## config.mk

```make
export PLATFORM = sky130hd
export DESIGN_NAME = tilt_sector_classifier
export DESIGN_NICKNAME = d
export VERILOG_FILES = /design/src/rtl/core/tsc_pkg.sv /design/src/rtl/core/tsc_classify.sv /design/src/rtl/core/tsc_queue.sv /design/src/rtl/core/tsc_count.sv /design/src/rtl/core/tilt_sector_classifier.sv
export SDC_FILE = /design/constraint.sdc
export NUM_CORES = 2
export LEC_CHECK = 0
export ABC_CLOCK_PERIOD_IN_PS = 9000
export BUFFER_PORTS_ARGS = -buffer_cell sky130_fd_sc_hd__buf_2
export CORE_ASPECT_RATIO = 2
export CORE_MARGIN = 5
export CORE_UTILIZATION = 49
export CTS_CLUSTER_SIZE = 16
export DETAILED_ROUTE_END_ITERATION = 8
export HOLD_SLACK_MARGIN = 0.08
export PLACE_DENSITY = 0.74
export RECOVER_POWER = 25
export SLEW_MARGIN = 5
export SYNTH_ARGS = -nofsm -noshare
export SYNTH_HDL_FRONTEND = slang
export SYNTH_SLANG_ARGS = --single-unit
```

## constraint.sdc

```tcl
create_clock -name clk -period 9 [get_ports clk]
set_clock_uncertainty 0.15 [all_clocks]
set_input_delay 0.9 -clock clk [delete_from_list [all_inputs] [get_ports clk]]
set_output_delay 0.9 -clock clk [all_outputs]
set_load 0.02 [all_outputs]
```

## src/rtl/core/tsc_pkg.sv

```systemverilog
// package for the tilt sector classifier: field widths, reset values,
// quadrant codes and the entry type carried from the classifier to the counter stage
// no dependencies
package tsc_pkg;

    localparam int TILT_W          = 16;
    localparam int DZ_W            = 15;
    localparam int SECTOR_W        = 5;
    localparam int MCOUNT_W        = 16;
    localparam int COUNT_WIDTH_DEF = 16;
    localparam int QUEUE_DEPTH_DEF = 8;
    localparam int SECTORS_PER_QUAD = 6;

    localparam logic [DZ_W-1:0] DZ_RESET = 15'd1000;

    typedef enum logic [1:0] {
        QUAD_0 = 2'd0,
        QUAD_1 = 2'd1,
        QUAD_2 = 2'd2,
        QUAD_3 = 2'd3
    } quad_t;

    // one classified sample
    typedef struct packed {
        logic                moved;
        logic [SECTOR_W-1:0] sector;
    } class_t;

endpackage

```

## src/rtl/core/tsc_classify.sv

```systemverilog
// front part: dead zone register, credit count and the three-step sector classifier
// depends on tsc_pkg
module tsc_classify
    import tsc_pkg::*;
#(
    parameter int QUEUE_DEPTH = QUEUE_DEPTH_DEF
)(
    input  logic                     clk,
    input  logic                     rst_n,
    input  logic                     cfg_valid,
    output logic                     cfg_ready,
    input  logic [DZ_W-1:0]          dead_zone,
    input  logic                     in_valid,
    output logic                     in_stall,
    input  logic signed [TILT_W-1:0] x_tilt,
    input  logic signed [TILT_W-1:0] y_tilt,
    input  logic                     credit_return,
    output logic                     push,
    output class_t                   push_data
);

    localparam int OCC_W = $clog2(QUEUE_DEPTH + 1);
    localparam logic [OCC_W-1:0] OCC_MAX = OCC_W'(QUEUE_DEPTH);

    logic [DZ_W-1:0]  dz_reg;
    logic [OCC_W-1:0] occ_reg, occ_next;
    logic             in_accept;

    // step 1 registers
    logic              s1_valid_reg;
    logic              s1_centered_reg;
    logic              s1_zero_reg;
    quad_t             s1_quad_reg;
    logic [TILT_W-1:0] s1_u_reg;
    logic [TILT_W-1:0] s1_v_reg;

    // step 2 registers
    logic                   s2_valid_reg;
    logic                   s2_centered_reg;
    logic                   s2_zero_reg;
    quad_t                  s2_quad_reg;
    logic                   s2_a_nonpos_reg;
    logic                   s2_ge45_reg;
    logic [2*TILT_W-1:0]    s2_uu_reg;
    logic [2*TILT_W-1:0]    s2_vv_reg;
    logic [2*TILT_W:0]      s2_aa_reg;

    assign cfg_ready = 1'b1;
    assign in_stall  = (occ_reg == OCC_MAX);
    assign in_accept = in_valid && !in_stall;

    always_ff @(posedge clk or negedge rst_n)
    begin
        if (!rst_n)
        begin
            dz_reg <= DZ_RESET;
        end
        else if (cfg_valid)
        begin
            dz_reg <= dead_zone;
        end
    end

    // credits cover both steps and the queue
    always_comb
    begin
        occ_next = occ_reg;
        if (in_accept && !credit_return)
        begin
            occ_next = occ_reg + 1'b1;
        end
        else if (!in_accept && credit_return)
        begin
            occ_next = occ_reg - 1'b1;
        end
    end

    always_ff @(posedge clk or negedge rst_n)
    begin
        if (!rst_n)
        begin
            occ_reg      <= '0;
            s1_valid_reg <= 1'b0;
            s2_valid_reg <= 1'b0;
        end
        else
        begin
            occ_reg      <= occ_next;
            s1_valid_reg <= in_accept;
            s2_valid_reg <= s1_valid_reg;
        end
    end

    // step 1: dead zone test, quadrant and rotation into the first quadrant
    logic signed [TILT_W:0] xs, ys, dzs, ndzs, nx, ny;
    logic                   centered, zero;
    quad_t                  quad;
    logic [TILT_W-1:0]      u, v;

    always_comb
    begin
        xs   = (TILT_W+1)'(x_tilt);
        ys   = (TILT_W+1)'(y_tilt);
        dzs  = signed'({2'b00, dz_reg});
        ndzs = -dzs;
        nx   = -xs;
        ny   = -ys;
        centered = (xs > ndzs) && (xs < dzs) && (ys > ndzs) && (ys < dzs);
        zero     = (xs == '0) && (ys == '0);
        if (xs > 0 && ys >= 0)
        begin
            quad = QUAD_0;
            u    = xs[TILT_W-1:0];
            v    = ys[TILT_W-1:0];
        end
        else if (xs <= 0 && ys > 0)
        begin
            quad = QUAD_1;
            u    = ys[TILT_W-1:0];
            v    = nx[TILT_W-1:0];
        end
        else if (xs < 0 && ys <= 0)
        begin
            quad = QUAD_2;
            u    = nx[TILT_W-1:0];
            v    = ny[TILT_W-1:0];
        end
        else if (xs >= 0 && ys < 0)
        begin
            quad = QUAD_3;
            u    = ny[TILT_W-1:0];
            v    = xs[TILT_W-1:0];
        end
        else
        begin
            quad = QUAD_0;
            u    = '0;
            v    = '0;
        end
    end

    always_ff @(posedge clk)
    begin
        if (in_accept)
        begin
            s1_centered_reg <= centered;
            s1_zero_reg     <= zero;
            s1_quad_reg     <= quad;
            s1_u_reg        <= u;
            s1_v_reg        <= v;
        end
    end

    // step 2: squares of u, v and of a = 2u - v
    logic signed [TILT_W+1:0] a1;
    logic [TILT_W:0]          a_abs;
    logic                     a_nonpos;

    always_comb
    begin
        a1       = signed'({1'b0, s1_u_reg, 1'b0}) - signed'({2'b00, s1_v_reg});
        a_nonpos = a1[TILT_W+1] || (a1 == '0);
        a_abs    = a1[TILT_W+1] ? (TILT_W+1)'(0) - a1[TILT_W:0] : a1[TILT_W:0];
    end

    always_ff @(posedge clk)
    begin
        if (s1_valid_reg)
        begin
            s2_centered_reg <= s1_centered_reg;
            s2_zero_reg     <= s1_zero_reg;
            s2_quad_reg     <= s1_quad_reg;
            s2_a_nonpos_reg <= a_nonpos;
            s2_ge45_reg     <= (s1_v_reg >= s1_u_reg);
            s2_uu_reg       <= s1_u_reg * s1_u_reg;
            s2_vv_reg       <= s1_v_reg * s1_v_reg;
            s2_aa_reg       <= (2*TILT_W+1)'(a_abs) * (2*TILT_W+1)'(a_abs);
        end
    end

    // step 3: boundary compares with sqrt3 squared away, then the sector number
    logic [2*TILT_W+1:0] uu3, vv3, uu_x, vv_x, aa_x;
    logic                b15, b30, b60, b75;
    logic [2:0]          passed;

    always_comb
    begin
        uu_x = (2*TILT_W+2)'(s2_uu_reg);
        vv_x = (2*TILT_W+2)'(s2_vv_reg);
        aa_x = (2*TILT_W+2)'(s2_aa_reg);
        uu3  = uu_x + {uu_x[2*TILT_W:0], 1'b0};
        vv3  = vv_x + {vv_x[2*TILT_W:0], 1'b0};
        b15  = s2_a_nonpos_reg || (uu3 >= aa_x);
        b30  = (vv3 >= uu_x);
        b60  = (vv_x >= uu3);
        b75  = s2_a_nonpos_reg && (aa_x >= uu3);
        if (s2_zero_reg)
        begin
            passed = '0;
        end
        else
        begin
            passed = 3'(b15) + 3'(b30) + 3'(s2_ge45_reg) + 3'(b60) + 3'(b75);
        end
        push             = s2_valid_reg;
        push_data.moved  = !s2_centered_reg;
        if (s2_centered_reg)
        begin
            push_data.sector = '0;
        end
        else
        begin
            push_data.sector = SECTOR_W'(1) + SECTOR_W'(s2_quad_reg) * SECTOR_W'(SECTORS_PER_QUAD)
                             + SECTOR_W'(passed);
        end
    end

`ifndef ASSERT_OFF
    a_occ_bound: assert property (@(posedge clk) disable iff (!rst_n)
        occ_reg <= OCC_MAX)
        else $error("credit count above queue depth");
    a_occ_covers_pipe: assert property (@(posedge clk) disable iff (!rst_n)
        occ_reg == '0 |-> !s1_valid_reg && !s2_valid_reg)
        else $error("sample in flight without a credit");
`endif

endmodule

```

## src/rtl/core/tsc_queue.sv

```systemverilog
// short first-in first-out queue of classified samples between front and back
// depends on tsc_pkg
module tsc_queue
    import tsc_pkg::*;
#(
    parameter int QUEUE_DEPTH = QUEUE_DEPTH_DEF
)(
    input  logic   clk,
    input  logic   rst_n,
    input  logic   push,
    input  class_t push_data,
    input  logic   pop,
    output logic   empty,
    output class_t head
);

    localparam int PTR_W = (QUEUE_DEPTH > 1) ? $clog2(QUEUE_DEPTH) : 1;
    localparam int CNT_W = $clog2(QUEUE_DEPTH + 1);
    localparam logic [CNT_W-1:0] CNT_MAX = CNT_W'(QUEUE_DEPTH);
    localparam logic [PTR_W-1:0] PTR_LAST = PTR_W'(QUEUE_DEPTH - 1);

    class_t           entries [QUEUE_DEPTH];
    logic [PTR_W-1:0] wr_ptr_reg, rd_ptr_reg;
    logic [CNT_W-1:0] count_reg, count_next;

    assign empty = (count_reg == '0);
    assign head  = entries[rd_ptr_reg];

    always_comb
    begin
        count_next = count_reg;
        if (push && !pop)
        begin
            count_next = count_reg + 1'b1;
        end
        else if (!push && pop)
        begin
            count_next = count_reg - 1'b1;
        end
    end

    always_ff @(posedge clk or negedge rst_n)
    begin
        if (!rst_n)
        begin
            wr_ptr_reg <= '0;
            rd_ptr_reg <= '0;
            count_reg  <= '0;
        end
        else
        begin
            count_reg <= count_next;
            if (push)
            begin
                wr_ptr_reg <= (wr_ptr_reg == PTR_LAST) ? '0 : wr_ptr_reg + 1'b1;
            end
            if (pop)
            begin
                rd_ptr_reg <= (rd_ptr_reg == PTR_LAST) ? '0 : rd_ptr_reg + 1'b1;
            end
        end
    end

    always_ff @(posedge clk)
    begin
        if (push)
        begin
            entries[wr_ptr_reg] <= push_data;
        end
    end

`ifndef ASSERT_OFF
    a_no_overflow: assert property (@(posedge clk) disable iff (!rst_n)
        push && !pop |-> count_reg != CNT_MAX)
        else $error("write into full queue");
    a_no_underflow: assert property (@(posedge clk) disable iff (!rst_n)
        pop |-> count_reg != '0)
        else $error("read from empty queue");
`endif

endmodule

```

## src/rtl/core/tsc_count.sv

```systemverilog
// back part: saturating moved counter and the output register toward the receiver
// depends on tsc_pkg
module tsc_count
    import tsc_pkg::*;
#(
    parameter int COUNT_WIDTH = COUNT_WIDTH_DEF
)(
    input  logic                clk,
    input  logic                rst_n,
    input  logic                q_empty,
    input  class_t              q_head,
    output logic                pop,
    output logic                out_valid,
    input  logic                out_stall,
    output logic [SECTOR_W-1:0] sector,
    output logic [MCOUNT_W-1:0] moved_count
);

    localparam logic [31:0] MC_SAT = 32'((64'd1 << MCOUNT_W) - 64'd1);

    logic [COUNT_WIDTH-1:0] count_reg, count_next;
    logic                   out_valid_reg, out_valid_next;
    logic [SECTOR_W-1:0]    sector_reg;
    logic [MCOUNT_W-1:0]    moved_count_reg, moved_count_next;
    logic [31:0]            count_wide;

    assign pop = !q_empty && (!out_valid_reg || !out_stall);

    always_comb
    begin
        count_next = count_reg;
        if (pop && q_head.moved && (count_reg != '1))
        begin
            count_next = count_reg + 1'b1;
        end
        count_wide = 32'(count_next);
        moved_count_next = (count_wide > MC_SAT) ? MCOUNT_W'(MC_SAT)
                                                 : count_wide[MCOUNT_W-1:0];
        if (pop)
        begin
            out_valid_next = 1'b1;
        end
        else
        begin
            out_valid_next = out_valid_reg && out_stall;
        end
    end

    always_ff @(posedge clk or negedge rst_n)
    begin
        if (!rst_n)
        begin
            count_reg     <= '0;
            out_valid_reg <= 1'b0;
        end
        else
        begin
            count_reg     <= count_next;
            out_valid_reg <= out_valid_next;
        end
    end

    always_ff @(posedge clk)
    begin
        if (pop)
        begin
            sector_reg      <= q_head.sector;
            moved_count_reg <= moved_count_next;
        end
    end

    assign out_valid   = out_valid_reg;
    assign sector      = sector_reg;
    assign moved_count = moved_count_reg;

`ifndef ASSERT_OFF
    a_count_monotonic: assert property (@(posedge clk) disable iff (!rst_n)
        count_reg >= $past(count_reg))
        else $error("moved counter went down");
`endif

endmodule

```

## src/rtl/core/tilt_sector_classifier.sv

```systemverilog
// Tilt sector classifier, top level: classifier front, sample queue, counter back.
// Depends on tsc_pkg, tsc_classify, tsc_queue and tsc_count.
//
// Each sample (x_tilt, y_tilt) transfers when in_valid is high and in_stall low.
// A sample with both parts strictly inside +-dead_zone gives sector 0; any other
// gives sector 1..24 for the fifteen-degree slice of its angle and bumps the
// saturating moved counter; moved_count is the counter value after that sample.
// A result transfers when out_valid is high and out_stall low.
// dead_zone is written over the cfg_valid / cfg_ready channel (ready always high)
// and must only be changed while no sample is in flight.
// A sample passes the step 1 and step 2 registers, the queue and the output
// register before its result reaches the outputs. Throughput: one sample per cycle
// while in_stall is low, set by the one-sample-per-cycle multiply stage and a
// queue of QUEUE_DEPTH entries that covers the two classifier steps.
// While the receiver stalls, results pile up in the queue; in_stall rises once
// QUEUE_DEPTH samples are in flight and falls as results are taken.
// Reset clears the counter, the queue and the pipeline and sets dead_zone to 1000.
module tilt_sector_classifier
    import tsc_pkg::*;
#(
    parameter int COUNT_WIDTH = COUNT_WIDTH_DEF,
    parameter int QUEUE_DEPTH = QUEUE_DEPTH_DEF
)(
    input  logic                     clk,
    input  logic                     rst_n,
    input  logic                     cfg_valid,
    output logic                     cfg_ready,
    input  logic [DZ_W-1:0]          dead_zone,
    input  logic                     in_valid,
    output logic                     in_stall,
    input  logic signed [TILT_W-1:0] x_tilt,
    input  logic signed [TILT_W-1:0] y_tilt,
    output logic                     out_valid,
    input  logic                     out_stall,
    output logic [SECTOR_W-1:0]      sector,
    output logic [MCOUNT_W-1:0]      moved_count
);

    logic   push, pop, q_empty;
    class_t push_data, q_head;

    tsc_classify #(
        .QUEUE_DEPTH (QUEUE_DEPTH)
    ) u_classify (
        .clk           (clk),
        .rst_n         (rst_n),
        .cfg_valid     (cfg_valid),
        .cfg_ready     (cfg_ready),
        .dead_zone     (dead_zone),
        .in_valid      (in_valid),
        .in_stall      (in_stall),
        .x_tilt        (x_tilt),
        .y_tilt        (y_tilt),
        .credit_return (pop),
        .push          (push),
        .push_data     (push_data)
    );

    tsc_queue #(
        .QUEUE_DEPTH (QUEUE_DEPTH)
    ) u_queue (
        .clk       (clk),
        .rst_n     (rst_n),
        .push      (push),
        .push_data (push_data),
        .pop       (pop),
        .empty     (q_empty),
        .head      (q_head)
    );

    tsc_count #(
        .COUNT_WIDTH (COUNT_WIDTH)
    ) u_count (
        .clk         (clk),
        .rst_n       (rst_n),
        .q_empty     (q_empty),
        .q_head      (q_head),
        .pop         (pop),
        .out_valid   (out_valid),
        .out_stall   (out_stall),
        .sector      (sector),
        .moved_count (moved_count)
    );

endmodule

```

==> metrics.csv <==
stage,metric,value,unit
status,status,"finished, violations left",
status,failing checks,"capacitance limit, slew limit",
timing,final setup fails,0,
setup_path,"delay-heaviest family, CP",adder cells,
cts,Hold Buf Count CTS,0,
run,Max-cap violations,1,
synth,Mapped Cells,4358,
synth,synthesized area per cell,9.34,sq um
setup_path,arrival time worst endpoint,8.94,ns
cells_and_area,# diodes,0,
timing,worst-margin pin slew,3.23,ns
timing,Fmax,0.114,GHz
setup_path,crit end category,flop,
setup_path,CP Launch Type,flop,
floorplanning,Die Ht,418,um
routing,Routed WL,114000,um
timing,Fin. Hold Viols,0,
placement,I/O Buffers,74,
floorplanning,DIE AREA,89300,sq um
cts,CTS Buffer Depth,3,
timing,hold_ws,0.313,ns
synth,leading area contributor after synthesis,fa_1,
placement,DP HPWL,97700,um
cts,worst-skew pair later-pin latency,0.58,ns
synth,async set-reset flop share out of synthesis,19.0,%
setup_path,CP max FO,6,
routing,DRC Markers,0,
synth,Yosys reg bits,252,
cells_and_area,Fillers,7438,
floorplanning,number of primary I/O pins,76,
cells_and_area,share of cells above drive strength 1,9.43,%
setup_path,Worst Path Required,9.16,ns
grt,GR Overflow Total,0,
cells_and_area,Largest register FFs,48,
cts,"Reg clk slew, reported paths",0.07,ns
cts,H-tree Lvls,1,
cts,CTS Sinks,252,
routing,initial drt markers,1461,
setup_path,Worst path slowest cell,fa_1,
timing,Period minus WS final,8.78,ns
grt,gr usage total,25.7,%
synth,"EDFF count, synth",204,
synth,area share of the largest cell type after synthesis,25.9,%
placement,global placement routability congestion,0.986,
placement,pre-CTS WS,-0.0508,ns
floorplanning,Die X,214,um
cells_and_area,most frequent cells in the layout,"inv_1 (894), ha_1 (563), fa_1 (524), nand2_1 (345), nor2_1 (339)",
cells_and_area,Synth-to-Final Area Change,10.1,%
cts,CTS tree,yes,
floorplanning,core area,82400,sq um
grt,initial antenna violation count,2,
synth,synth top area cells,"fa_1 (26%), ha_1 (18%), edfxtp_1 (15%), inv_1 (8.3%), xnor2_1 (3.7%)",
floorplanning,initial cell density of the core,49.4,%
setup_path,CP Class,flop to flop,
cts,cts bufs inserted,28,
grt,first-pass GRT wire length,178000,um
routing,TritonRoute pass-1 iters,6,
routing,routed len/inst,20.2,um
routing,vias,31600,
timing,crit share post-route,97.6,%
worst_hold_path,worst min-delay path category,flop to flop,
grt,pin count of the biggest net entering global routing,72,
floorplanning,row count,149,
synth,Netlist cell types,94,
timing,Slew Limit Fails,49,
grt,vias in the first global route,34300,
timing,Max-slew headroom,-115,%
cts,CTS root buffer,clkbuf_16,
setup_path,cell mode on critical path,fa_1,
timing,Final WS setup,0.220,ns
cells_and_area,Final #Nets,5698,
setup_path,worst path bufs/invs,5,
routing,Via density,5.62,
setup_path,CP peak stage delay,0.57,ns
synth,sequential area share after synthesis,18.0,%
synth,Yosys warnings,0,
synth,Mapped Area,40700,sq um
cells_and_area,"commonest non-fill, non-tap cell in the layout",inv_1,
synth,"Top FF cell, synth",edfxtp_1,
routing,Antenna Nets Post-Route,0,
[final cells by class]
cell class              instances  area, sq um  area share (%)
multi-input cells            3095        30000            66.9
flip-flops and latches        252         7330            16.4
inverters                     915         3440            7.67
repair buffers                257         1780            3.96
well taps                    1057         1320            2.95
clock buffers                  35          757            1.69
clock inverters                15          216           0.483
[per-layer routing]
layer,part of all wire (%),global-route usage (%)
met3,3.9,2.43
met2,55,49.6
met4,11,21.1
met1,30,23.2
met5,0.011,0
[logic make-up after synthesis]
logic type | Yosys count | share of synthesized area, %
adders and majority gates | 1097 | 43.4
and+or+nand+nor | 1042 | 11.7
buffers and inverters | 1013 | 9.47
AOI/OAI and AO/OA | 680 | 10.9
DFF | 252 | 18.0
xor gates and xnor gates | 244 | 5.32
muxes | 29 | 1.12
other | 1 | 0.00921
[Yosys cell counts, types with 68 or more instances]
library cell	number
clkbuf_1	84
edfxtp_1	204
xnor2_1	173
a21oi_1	180
xor2_1	68
fa_1	527
nand2_1	351
o21ai_0	126
ha_1	570
inv_1	896
nor2_1	341
a21o_1	124
[worst register-to-register path: cells and delay by family (launching register included)]
kind,cells,cell delay [ns]
compound gates,12,2.85
xor+xnor,3,0.66
fa+ha+maj,8,3.24
buf+inv,5,0.57
flops,1,0.45
simple gates,5,0.60
[per-stage QoR]
step | cell area (sq um) | utilization, % | instances | setup TNS (ns)
after floorplan | 40800 | - | 4360 | 0
final | 44800 | 54.4 | 5626 | 0
after detailed placement | 43400 | 52.7 | 5565 | -0.0508
after CTS | 44400 | 53.9 | 5616 | 0
after global routing | 44800 | 54.4 | 5626 | -0.0572
after global placement | 43400 | 52.7 | 5565 | -0.0401
[path summary, 6_finish.rpt]
| check | slack [ns] | cells past startpoint | startpoint | end |
|---|---|---|---|---|
| hold / removal | 0.31 | 1 | u_classify.occ_reg[3] | u_classify.occ_reg[3] |
| setup reg to reg | 0.22 | 33 | u_classify.s1_v_reg[1] | u_classify.s2_aa_reg[32] |
| setup / recovery | 0.22 | 33 | u_classify.s1_v_reg[1] | u_classify.s2_aa_reg[32] |
| max in group asynchronous | 5.53 | 2 | rst_n | u_count.count_reg[9] |
| hold reg to reg | 0.31 | 1 | u_classify.occ_reg[3] | u_classify.occ_reg[3] |
| min in group asynchronous | 1.35 | 2 | rst_n | u_classify.dz_reg[13] |
[what timing repair did]
action | 4_1_cts | 5_1_grt
setup buffers | 1 | 10
resized for setup | 5 | 62
pin swaps | 1 | 46
setup endpoints to repair | 1 | 9
Power is not shown: default switching activity piles up to over one toggle a cycle in this logic, so the estimate is an artifact.
